<file path="config.mk">
export PLATFORM = sky130hd
export DESIGN_NAME = trimmed_moving_average_filter_top_flat
export DESIGN_NICKNAME = d
export VERILOG_FILES = /design/src/hdl/tmaf_pkg.sv /design/src/hdl/tmaf_stream_if.sv /design/src/hdl/tmaf_cell.sv /design/src/hdl/tmaf_divider.sv /design/src/hdl/trimmed_moving_average_filter_top.sv /design/src/flat_wrapper.sv
export SDC_FILE = /design/constraint.sdc
export NUM_CORES = 2
export LEC_CHECK = 0
export ABC_AREA = 1
export BUFFER_PORTS_ARGS = -buffer_cell sky130_fd_sc_hd__buf_4
export CORE_MARGIN = 2
export CORE_UTILIZATION = 42
export CTS_CLUSTER_DIAMETER = 80
export CTS_CLUSTER_SIZE = 30
export DETAILED_ROUTE_END_ITERATION = 10
export HOLD_SLACK_MARGIN = 0.15
export SYNTH_ARGS = -nofsm -noshare
export SYNTH_HDL_FRONTEND = slang
export SYNTH_SLANG_ARGS = --single-unit
export TNS_END_PERCENT = 5
</file>
<file path="constraint.sdc">
create_clock -name clk -period 3.94 [get_ports clk]
set_clock_uncertainty 0.1 [all_clocks]
set_input_delay 0.591 -clock clk [delete_from_list [all_inputs] [get_ports clk]]
set_output_delay 0.591 -clock clk [all_outputs]
set_load 0.02 [all_outputs]
</file>
<file path="src/hdl/tmaf_pkg.sv">
// ----------------------------------------------------------------------------
// tmaf_pkg
// Shared widths, defaults and types for the trimmed moving average filter.
// ----------------------------------------------------------------------------
package tmaf_pkg;

  localparam int RAW_W        = 10;
  localparam int SAMPLE_SHIFT = 3;
  localparam int SAMPLE_W     = RAW_W - SAMPLE_SHIFT;
  localparam int OUT_W        = 7;
  localparam int WINDOW_DEF   = 100;
  localparam int SAMPLE_MAX   = (1 << SAMPLE_W) - 1;

  // divider status seen by the sequencer
  typedef struct packed {
    logic busy;
    logic done;
  } div_stat_t;

endpackage

</file>
<file path="src/hdl/tmaf_stream_if.sv">
// ----------------------------------------------------------------------------
// tmaf stream interfaces
// Valid/ready channels for converter samples and filtered results.
// ----------------------------------------------------------------------------
interface tmaf_in_if;
  logic                       valid;
  logic                       ready;
  logic [tmaf_pkg::RAW_W-1:0] raw_sample;

  modport source (output valid, output raw_sample, input ready);
  modport sink   (input valid, input raw_sample, output ready);
endinterface

interface tmaf_out_if;
  logic                       valid;
  logic                       ready;
  logic [tmaf_pkg::OUT_W-1:0] filtered_value;

  modport source (output valid, output filtered_value, input ready);
  modport sink   (input valid, input filtered_value, output ready);
endinterface

</file>
<file path="src/hdl/tmaf_cell.sv">
// ----------------------------------------------------------------------------
// tmaf_cell
// One window entry: loads its neighbor's sample when the chain moves.
// ----------------------------------------------------------------------------
module tmaf_cell (
  input  logic                          clk,
  input  logic                          rst_n,
  input  logic                          en,
  input  logic [tmaf_pkg::SAMPLE_W-1:0] d_in,
  output logic [tmaf_pkg::SAMPLE_W-1:0] d_out
);
  import tmaf_pkg::*;

  logic [SAMPLE_W-1:0] sample_r;

  always_ff @(posedge clk) begin
    if (!rst_n) begin
      sample_r <= '0;
    end else if (en) begin
      sample_r <= d_in;
    end
  end

  assign d_out = sample_r;

endmodule

</file>
<file path="src/hdl/tmaf_divider.sv">
// ----------------------------------------------------------------------------
// tmaf_divider
// Division by the constant WINDOW-1 through a reciprocal multiply: the
// dividend is registered first, the quotient in the cycle after.
// ----------------------------------------------------------------------------
module tmaf_divider #(
  parameter int WINDOW = tmaf_pkg::WINDOW_DEF,
  parameter int SUM_W  = 14
) (
  input  logic                       clk,
  input  logic                       rst_n,
  input  logic                       start,
  input  logic [SUM_W-1:0]           dividend,
  output logic [tmaf_pkg::OUT_W-1:0] quotient,
  output tmaf_pkg::div_stat_t        stat
);
  import tmaf_pkg::*;

  // multiplier rounded up; exact for every dividend below 2**SUM_W
  localparam int                 DIVISOR = WINDOW - 1;
  localparam int                 SHIFT   = SUM_W + $clog2(DIVISOR);
  localparam longint unsigned    RECIP   = ((64'd1 << SHIFT) + DIVISOR - 1) / DIVISOR;
  localparam int                 RECIP_W = $clog2(RECIP + 1);
  localparam int                 PROD_W  = SUM_W + RECIP_W;
  localparam logic [RECIP_W-1:0] RECIP_C = RECIP_W'(RECIP);

  logic [SUM_W-1:0]  dvd_r;
  logic [OUT_W-1:0]  q_r;
  logic              busy_r;
  logic              done_r;
  logic [PROD_W-1:0] prod;

  assign prod = PROD_W'(dvd_r) * PROD_W'(RECIP_C);

  always_ff @(posedge clk) begin
    if (!rst_n) begin
      busy_r <= 1'b0;
      done_r <= 1'b0;
    end else begin
      done_r <= 1'b0;
      if (start) begin
        dvd_r  <= dividend;
        busy_r <= 1'b1;
      end else if (busy_r) begin
        q_r    <= prod[SHIFT +: OUT_W];
        busy_r <= 1'b0;
        done_r <= 1'b1;
      end
    end
  end

  assign quotient  = q_r;
  assign stat.busy = busy_r;
  assign stat.done = done_r;

  a_start_busy: assert property (@(posedge clk) disable iff (!rst_n)
    start |=> busy_r)
    else $error("divider did not start");

  a_done_idle: assert property (@(posedge clk) disable iff (!rst_n)
    done_r |-> !busy_r)
    else $error("divider done while busy");

  a_done_after_busy: assert property (@(posedge clk) disable iff (!rst_n)
    done_r |-> $past(busy_r))
    else $error("divider done without multiply");

endmodule

</file>
<file path="src/hdl/trimmed_moving_average_filter_top.sv">
// Each accepted sample beat starts one circulation of the window through the
//   cell chain and then the two-stage divider; no new sample is taken until
//   the block is back in idle after loading the result into the output register.
// The input is taken again while a result still waits in the output register.
// Reset (synchronous, active low) zeroes every window entry and empties the
//   output register; no clearing pass is needed.
// ----------------------------------------------------------------------------
// trimmed_moving_average_filter_top
// Shift window of reduced samples with min/max trimming and averaging.
// ----------------------------------------------------------------------------
module trimmed_moving_average_filter_top #(
  parameter int WINDOW = tmaf_pkg::WINDOW_DEF
) (
  input  logic       clk,
  input  logic       rst_n,
  tmaf_in_if.sink    in_chan,
  tmaf_out_if.source out_chan
);
  import tmaf_pkg::*;

  localparam int SUM_W = $clog2(WINDOW * SAMPLE_MAX + 1);
  localparam int CNT_W = $clog2(WINDOW);
  localparam logic [CNT_W-1:0] CNT_LAST = CNT_W'(WINDOW - 1);

  typedef enum logic [1:0] {
    ST_IDLE,
    ST_SCAN,
    ST_DIV,
    ST_HOLD
  } state_t;

  state_t              state_r;
  logic [CNT_W-1:0]    cnt_r;
  logic [SUM_W-1:0]    sum_r;
  logic [SAMPLE_W-1:0] min_r;
  logic [SAMPLE_W-1:0] max_r;
  logic                out_valid_r;
  logic [OUT_W-1:0]    out_value_r;

  logic [SAMPLE_W-1:0] cell_q [WINDOW];
  logic [SAMPLE_W-1:0] head;
  logic [SAMPLE_W-1:0] reduced;
  logic                accept;
  logic                scan;
  logic                chain_en;
  logic                scan_last;
  logic                out_free;
  logic                load_out;
  logic [SUM_W:0]      trimmed;
  logic [SUM_W-1:0]    dividend;
  logic [OUT_W-1:0]    quotient;
  div_stat_t           div_stat;

  assign in_chan.ready = (state_r == ST_IDLE);
  assign accept        = in_chan.valid && in_chan.ready;
  assign scan          = (state_r == ST_SCAN);
  assign chain_en      = accept || scan;
  assign scan_last     = scan && (cnt_r == CNT_LAST);
  assign reduced       = in_chan.raw_sample[RAW_W-1:SAMPLE_SHIFT];
  assign head          = cell_q[0];
  assign out_free      = !out_valid_r || out_chan.ready;
  assign load_out      = out_free && ((state_r == ST_DIV && div_stat.done) ||
                                      state_r == ST_HOLD);

  // entry 0 is the oldest; on a sample beat the chain shifts toward it,
  // during the scan the window circulates once back to its own order
  genvar k;
  generate
    for (k = 0; k < WINDOW; k++) begin : g_cell
      logic [SAMPLE_W-1:0] d_in;
      if (k == WINDOW - 1) begin : g_tail
        assign d_in = scan ? cell_q[0] : reduced;
      end else begin : g_body
        assign d_in = cell_q[k+1];
      end
      tmaf_cell u_cell (
        .clk   (clk),
        .rst_n (rst_n),
        .en    (chain_en),
        .d_in  (d_in),
        .d_out (cell_q[k])
      );
    end
  endgenerate

  // sum of all entries less the extremes of the older ones
  assign trimmed  = (SUM_W+1)'(sum_r) + (SUM_W+1)'(head)
                  - (SUM_W+1)'(min_r) - (SUM_W+1)'(max_r);
  assign dividend = trimmed[SUM_W-1:0];

  tmaf_divider #(
    .WINDOW (WINDOW),
    .SUM_W  (SUM_W)
  ) u_div (
    .clk      (clk),
    .rst_n    (rst_n),
    .start    (scan_last),
    .dividend (dividend),
    .quotient (quotient),
    .stat     (div_stat)
  );

  always_ff @(posedge clk) begin
    if (!rst_n) begin
      state_r     <= ST_IDLE;
      cnt_r       <= '0;
      out_valid_r <= 1'b0;
    end else begin
      if (load_out) begin
        out_value_r <= quotient;
        out_valid_r <= 1'b1;
      end else if (out_valid_r && out_chan.ready) begin
        out_valid_r <= 1'b0;
      end
      unique case (state_r)
        ST_IDLE: begin
          if (accept) begin
            cnt_r   <= '0;
            sum_r   <= '0;
            min_r   <= SAMPLE_W'(SAMPLE_MAX);
            max_r   <= '0;
            state_r <= ST_SCAN;
          end
        end
        ST_SCAN: begin
          sum_r <= sum_r + SUM_W'(head);
          // the newest entry is the last one to pass the head
          if (cnt_r != CNT_LAST) begin
            if (head < min_r) begin
              min_r <= head;
            end
            if (head > max_r) begin
              max_r <= head;
            end
            cnt_r <= cnt_r + CNT_W'(1);
          end else begin
            state_r <= ST_DIV;
          end
        end
        ST_DIV: begin
          if (div_stat.done) begin
            if (out_free) begin
              state_r <= ST_IDLE;
            end else begin
              state_r <= ST_HOLD;
            end
          end
        end
        ST_HOLD: begin
          if (out_free) begin
            state_r <= ST_IDLE;
          end
        end
        default: begin
          state_r <= ST_IDLE;
        end
      endcase
    end
  end

  assign out_chan.valid          = out_valid_r;
  assign out_chan.filtered_value = out_value_r;

  a_accept_scan: assert property (@(posedge clk) disable iff (!rst_n)
    accept |=> state_r == ST_SCAN && cnt_r == '0)
    else $error("sample beat did not start a scan");

  a_scan_div: assert property (@(posedge clk) disable iff (!rst_n)
    scan_last |=> state_r == ST_DIV && div_stat.busy)
    else $error("scan end did not start the divider");

  a_done_in_div: assert property (@(posedge clk) disable iff (!rst_n)
    div_stat.done |-> state_r == ST_DIV)
    else $error("divider result outside division state");

  a_minmax_order: assert property (@(posedge clk) disable iff (!rst_n)
    (state_r == ST_SCAN && cnt_r != '0) |-> min_r <= max_r)
    else $error("window extremes out of order");

endmodule

</file>
<file path="src/flat_wrapper.sv">
// flat-port wrapper written by rule: the top's interface ports become plain ports
module trimmed_moving_average_filter_top_flat import tmaf_pkg::*;
#(
  parameter int WINDOW = tmaf_pkg::WINDOW_DEF
)
  (clk, rst_n, in_chan_valid, in_chan_raw_sample, in_chan_ready, out_chan_valid, out_chan_filtered_value, out_chan_ready);
  tmaf_in_if in_chan_i ();
  tmaf_out_if out_chan_i ();
  input  logic clk;
  input  logic rst_n;
  input wire logic [$bits(in_chan_i.valid)-1:0] in_chan_valid;
  input wire logic [$bits(in_chan_i.raw_sample)-1:0] in_chan_raw_sample;
  output wire logic [$bits(in_chan_i.ready)-1:0] in_chan_ready;
  output wire logic [$bits(out_chan_i.valid)-1:0] out_chan_valid;
  output wire logic [$bits(out_chan_i.filtered_value)-1:0] out_chan_filtered_value;
  input wire logic [$bits(out_chan_i.ready)-1:0] out_chan_ready;
  assign in_chan_i.valid = in_chan_valid;
  assign in_chan_i.raw_sample = in_chan_raw_sample;
  assign in_chan_ready = in_chan_i.ready;
  assign out_chan_valid = out_chan_i.valid;
  assign out_chan_filtered_value = out_chan_i.filtered_value;
  assign out_chan_i.ready = out_chan_ready;
  trimmed_moving_average_filter_top #(.WINDOW(WINDOW)) u_core (.clk(clk), .rst_n(rst_n), .in_chan(in_chan_i), .out_chan(out_chan_i));
endmodule
</file>
# Word level (Yosys, flattened, before mapping)
# Index checks and enable logic that the tools add are counted.
[classes]
muxes = 23
add_sub_neg = 5
bitwise = 2
n_reduce_logical = 21
n_mul = 1
n_eq_ne = 12
n_lt_le_gt_ge = 2
[ops]
columns = ["op", "count"]
rows = [
  ["$mux W7", 8],
  ["$pmux W7 S2", 3],
  ["$add A14 B7 Y14", 2],
  ["$pmux W14 S2", 1],
  ["$sub A14 B7 Y14", 2],
  ["$mul A14 B9 Y22 const B", 1],
  ["$mux W14", 1],
  ["$ne A2 B2 Y1 const B", 6],
  ["$mux W2", 5],
  ["$reduce_and A5 Y1", 2],
  ["$reduce_and A3 Y1", 3],
  ["$pmux W2 S4", 1],
  ["$add A7 B1 Y7 const B", 1],
  ["$eq A7 B7 Y1 const B", 1],
  ["$gt A7 B7 Y1", 1],
  ["$lt A7 B7 Y1", 1],
  ["$ne A7 B7 Y1 const B", 1],
  ["$logic_and A1 B1 Y1", 5],
  ["$eq A2 B2 Y1 const B", 2],
  ["$mux W1", 4],
  ["$reduce_and A2 Y1", 2],
  ["$reduce_and A4 Y1", 1],
  ["$reduce_bool A2 Y1", 2],
  ["$logic_or A1 B1 Y1", 3],
  ["6 further kinds", 7],
]
[word_totals]
input_bits = 14
output_inout_bits = 9
word_cells = 177
regBits = 768

# Logic depth before layout (Yosys ltp)
[depth]
word_depth = 5
depth_mapped = 19
depth_no_buf = 19

# Cells and area by module
# From an unflattened synthesis, not the netlist that was laid out.
[unflattened]
cells_unflattened = 5150
area_unflattened_um2 = 35192.5
[modules_own_cells]
columns = ["module", "cells_each", "n_inst", "seq_area_each_um2", "area_per_inst_um2"]
rows = [
  ["tmaf_cell", 43, 100, 140.1, 282.8],
  ["trimmed_moving_average_filter_top", 515, 1, 1251.2, 3837.4],
  ["tmaf_divider", 335, 1, 670.6, 3078.0],
]

# Worst setup path before layout
# OpenSTA, ideal clock, no wires.
[synth_timing]
kind = "register to register"
startpoint = "register u_core.u_div.dvd_r[1]"
endpoint = "register u_core.u_div.q_r[0] (netlist: u_core.u_div.quotient[0]) (data pin)"
path_buffers = 0
slack_ns = 0.143
t_arrival_ns = 3.438
stages_incl_launch_ff = 17
setup_ns = 0.259
required_time_ns = 3.581
period_less_slack_ns = 3.797
path_cell_list = "edfxtp_1 -> ha_1 -> inv_1 -> fa_1 -> inv_1 -> fa_1 -> inv_1 -> fa_1 -> inv_1 -> ha_1 -> nand2_1 -> inv_1 -> a21boi_0 -> nor2_1 -> nor2_1 -> nand2_1 -> xor2_1"
[synth_between]
elab_chain_cells = 1
[synth_rtl]
columns = ["item", "line_no", "text"]
rows = [
  ["start: declaration", "tmaf_divider.sv:27", "logic [SUM_W-1:0] dvd_r;"],
  ["start signal: assignment", "tmaf_divider.sv:42", "dvd_r <= dividend;"],
  ["$mul A14 B9 Y22", "tmaf_divider.sv:33", "assign prod = PROD_W'(dvd_r) * PROD_W'(RECIP_C);"],
  ["named net u_core.u_div.prod[21]", "tmaf_divider.sv:31", "logic [PROD_W-1:0] prod;"],
  ["end signal: assignment", "tmaf_divider.sv:45", "q_r <= prod[SHIFT +: OUT_W];"],
  ["end: declaration", "tmaf_divider.sv:28", "logic [OUT_W-1:0] q_r;"],
]
# The timed path passes the listed nets, and every way through them passes these cells.
# A chain may end at the register's enable or synchronous reset.

# Worst setup path in the final report
[layout_timing]
startpoint = "register u_core.u_div.dvd_r[7]"
endpoint = "register u_core.u_div.q_r[5] (netlist: u_core.u_div.quotient[5]) (data pin)"
# Same word-level chain as after synthesis.

==> results_dict.tcl <==
set metrics [dict create \
    status "finished, final reports clean" \
    arrival_ns 4.03 \
    clkLatencyLatePin_ns 0.60 \
    cp_slowest_cell "fa_1" \
    die_area_um2 74610 \
    setup-tns-final_ns 0 \
    cts_made_buffers 37 \
    drv_slew 0 \
    yosys_warnings 0 \
    wl_per_cell_um 11.68 \
    p_comb_share_pct 14.5 \
    core-area_um2 71610 \
    reg2reg_from "u_core.u_div.dvd_r[7]" \
    drt_iter0_drc 1458 \
    hpwl_um 29010 \
    final_period_minus_worst_setup_slack_ns 3.784 \
    syn_nets 3951 \
    path_clk_slew_ns 0.10 \
    finalSetupViolations 0 \
    ir_drop_v 0.0003979 \
    grt_pass1_vias 20800 \
    gr-total-overflow 0 \
    diodes 0 \
    num_rows 98 \
    internal_power_mw 11.40 \
    powerDensity_nw_per_um2 487.0 \
    drtAntennaViolNets 0 \
    synthCells 3780 \
    via_per_inst 4.796 \
    clock_path_buffers 3 \
    grt.total_usage_pct 14.23 \
    antenna_found_initial 0 \
    rsz0062_at_grt "true" \
    crit_family "adder cells" \
    drcViolationCount 0 \
    leakagePower_nw 13.85 \
    syn-cell-area_um2 30420 \
    start_util_pct 42.49 \
    worstSetupPathType "reg2reg" \
    required_ns 4.19 \
    maxSlewHeadroom_pct 28.63 \
    worst_pin_slew_ns 1.071 \
    gp_congestion 0.8369 \
    cts_tree "done" \
    rrSetupSlack_ns 0.16 \
    via_count 22100 \
    hold-worst-slack_ns 0.1881 \
    fin_nets 3809 \
    grt_pass1_wl_um 94040 \
    firstDrtPassIters 5 \
    crit_fanout 4 \
    crit_top_cell "inv_1" \
    grt_start_max_net_pins 258 \
    cpPeakStageDelay_ns 0.52 \
    area_growth_pct 7.008 \
    clock_sinks 768 \
    wirelength_um 53820 \
    die_y_um 273.1 \
    drv_cap 0 \
    synthArstFlopShare_pct 0 \
    fp.dieW_um 273.1 \
    htree_levels 2 \
    port-buffer-count 19 \
    hold_path.class "in2reg" \
    crit_path_start "u_core.u_div.dvd_r[7]" \
    ys_ff_latch 768 \
    p_sw_share_pct 28.13 \
    worst-path-stages 18 \
    root_buffer "clkbuf_16" \
    p_switching_mw 4.460 \
    nFillCells 7271 \
    crit_end "u_core.u_div.quotient[5]" \
    clockPowerShare_pct 28.5 \
    ioPinCount 23 \
    synth_edf_count 56 \
    p_seq_share_pct 57.1 \
    timing.final.crit_share_pct 96.03 \
    synthDistinctLibCells 35 \
    worstSetupEndpointType "register" \
    hold_viol 0 \
    drive_above_1_share_pct 4.347 \
    fmaxAchievable_mhz 264.3 \
    crit_path_start_kind "register" \
    r2r_end "u_core.u_div.quotient[5]" \
    r2r_cells 18 \
    synthFlopType "dfxtp_1" \
    worst-path-buf-inv 6 \
    crit_chain "buf_6, ha_1, inv_1, fa_1, inv_1, ha_1, inv_1, fa_1, inv_1, ha_4, nand2_4, nor2_2, nor2_4, buf_4, nor3_1, nor2_1, nand3_1, nand2_1" \
    syn_avg_cell_area_um2 8.049 \
    synth_seq_area_share_pct 52.38 \
]
## cells in the mapped netlist (2+ instances only)
cell type  count  area share [%]
a21o_1         7            0.17
a21oi_1       59            0.97
a31oi_1        4           0.082
buf_2        149             2.5
buf_4          2           0.049
clkbuf_1      83             1.0
dfxtp_1      712              47
edfxtp_1      56             5.5
fa_1          43             2.8
ha_1         114             4.7
inv_1        162             2.0
inv_2          2           0.025
nand2_1      135             1.7
nand3_1       26            0.43
nand4_1       11            0.23
nor2_1      1442              18
nor2_2         5            0.10
nor3_1         8            0.13
o211ai_1       7            0.17
o21a_1         4           0.099
o21ai_0      581             9.6
o21ai_1      132             2.2
o21bai_1       4           0.099
or2_2          2           0.041
xnor2_1        4            0.12
xor2_1        17            0.49
## layer usage
layer | track usage, % | vias up | wire length (um)
met5 | 0 | - | 0
met4 | 3.192 | 0 | 950
met3 | 2.285 | 59 | 1346
met2 | 24.63 | 134 | 23830
met1 | 18.61 | 10100 | 27700
li1 | - | 11810 | -
## layout by cell type, fill, tap and decap left out, drive strengths merged, types with 2 or more instances in the layout
cell,n
dfxtp,712
o211ai,7
xnor2,4
inv,172
clkinvlp,4
ha,114
nand2,137
edfxtp,56
nor2,1447
xor2,17
a31oi,4
clkbuf,42
dlygate4sd3,4
nand3,26
o21a,4
o21bai,4
clkinv,6
or2,2
nor3,8
nand4,11
o21ai,713
fa,43
buf,50
a21oi,59
a21o,7
## sequential cells by signal (all words and copies together) (netlist names)
| register | cells |
|---|---|
| u_core.out_chan.valid | 1 |
| u_core.g_cell.u_cell.d_out | 700 |
| u_core.min_r | 7 |
| u_core.sum_r | 14 |
| u_core.out_chan.filtered_value | 7 |
| u_core.max_r | 7 |
| u_core.u_div.done_r | 1 |
| u_core.u_div.quotient | 7 |
| u_core.u_div.busy_r | 1 |
| u_core.u_div.dvd_r | 14 |
| u_core.state_r | 2 |
| u_core.cnt_r | 7 |
## final cells by class
type / count / area (um^2) / area share, %
well taps: 950 / 1189 / 3.651
inverters: 165 / 635.6 / 1.952
flip-flops and latches: 768 / 15940 / 48.95
clock inverters: 17 / 207.7 / 0.6380
multi-input cells: 2612 / 13060 / 40.12
repair buffers: 54 / 539.3 / 1.656
clock buffers: 42 / 987.2 / 3.032
## repair_timing
| action | 4_1_cts | 5_1_grt |
|---|---|---|
| buffers inserted | 0 | 4 |
| endpoints found under the setup margin | 3 | 7 |
| pin swaps | 0 | 25 |
| hold endpoints to repair | 4 | 0 |
| gates resized for setup | 2 | 47 |
| hold buffers | 4 | 0 |
## power by group through the flow
stage                     combinational [mW]  sequential, mW  clock [mW]
final                                   2.29            9.05        4.51
after global routing                    2.70            9.16        5.00
after CTS                               2.33            9.05        4.75
after detailed placement                2.31            9.22           0
after global placement                  2.29            9.21           0
after floorplan                         1.92            9.13           0
## worst min-delay path by stage
stage / end / start / slack [ns] / depth (start not counted)
2_1_floorplan: u_core.out_chan.filtered_value[0] / u_core.u_div.quotient[0] / 0.30 / 0
3_3_place_gp: u_core.out_chan.filtered_value[2] / u_core.u_div.quotient[2] / 0.33 / 0
3_5_place_dp: u_core.out_chan.filtered_value[6] / u_core.u_div.quotient[6] / 0.34 / 0
4_1_cts: u_core.g_cell[99].u_cell.d_out[4] / in_chan_raw_sample[7] / 0.15 / 3
5_1_grt: u_core.g_cell[99].u_cell.d_out[4] / in_chan_raw_sample[7] / 0.17 / 3
6_report: u_core.g_cell[99].u_cell.d_out[1] / in_chan_raw_sample[4] / 0.19 / 3
## worst register-to-register path: cells and delay by family, from the launching register on
family                     cells  cell delay, ns
adders and majority gates      5            1.86
and+or+nand+nor                7            0.59
DFF                            1            0.49
buffers and inverters          6            0.49
## through the flow
stage	area (um^2)	total power [mW]	util, %	setup WS (ns)	std cells
after floorplan	30420	11.06	-	0.1435	3780
after global placement	31020	11.50	43.33	0.003950	4541
after detailed placement	31020	11.53	43.33	-0.02820	4541
after CTS	32260	16.14	45.05	0.004721	4604
after global routing	32560	16.85	45.46	-0.03400	4608
final	32560	15.86	45.46	0.1565	4608
## kinds of logic after synthesis
kind of cell    Yosys count  share of synthesized area (%)
flops                   768                          52.38
xor+xnor                 21                         0.6045
fa+ha+maj               157                          7.518
compound gates          802                          13.45
simple gates           1632                          20.47
buf+inv                 400                          5.581
Note: power is estimated with default switching activity, not from simulation.
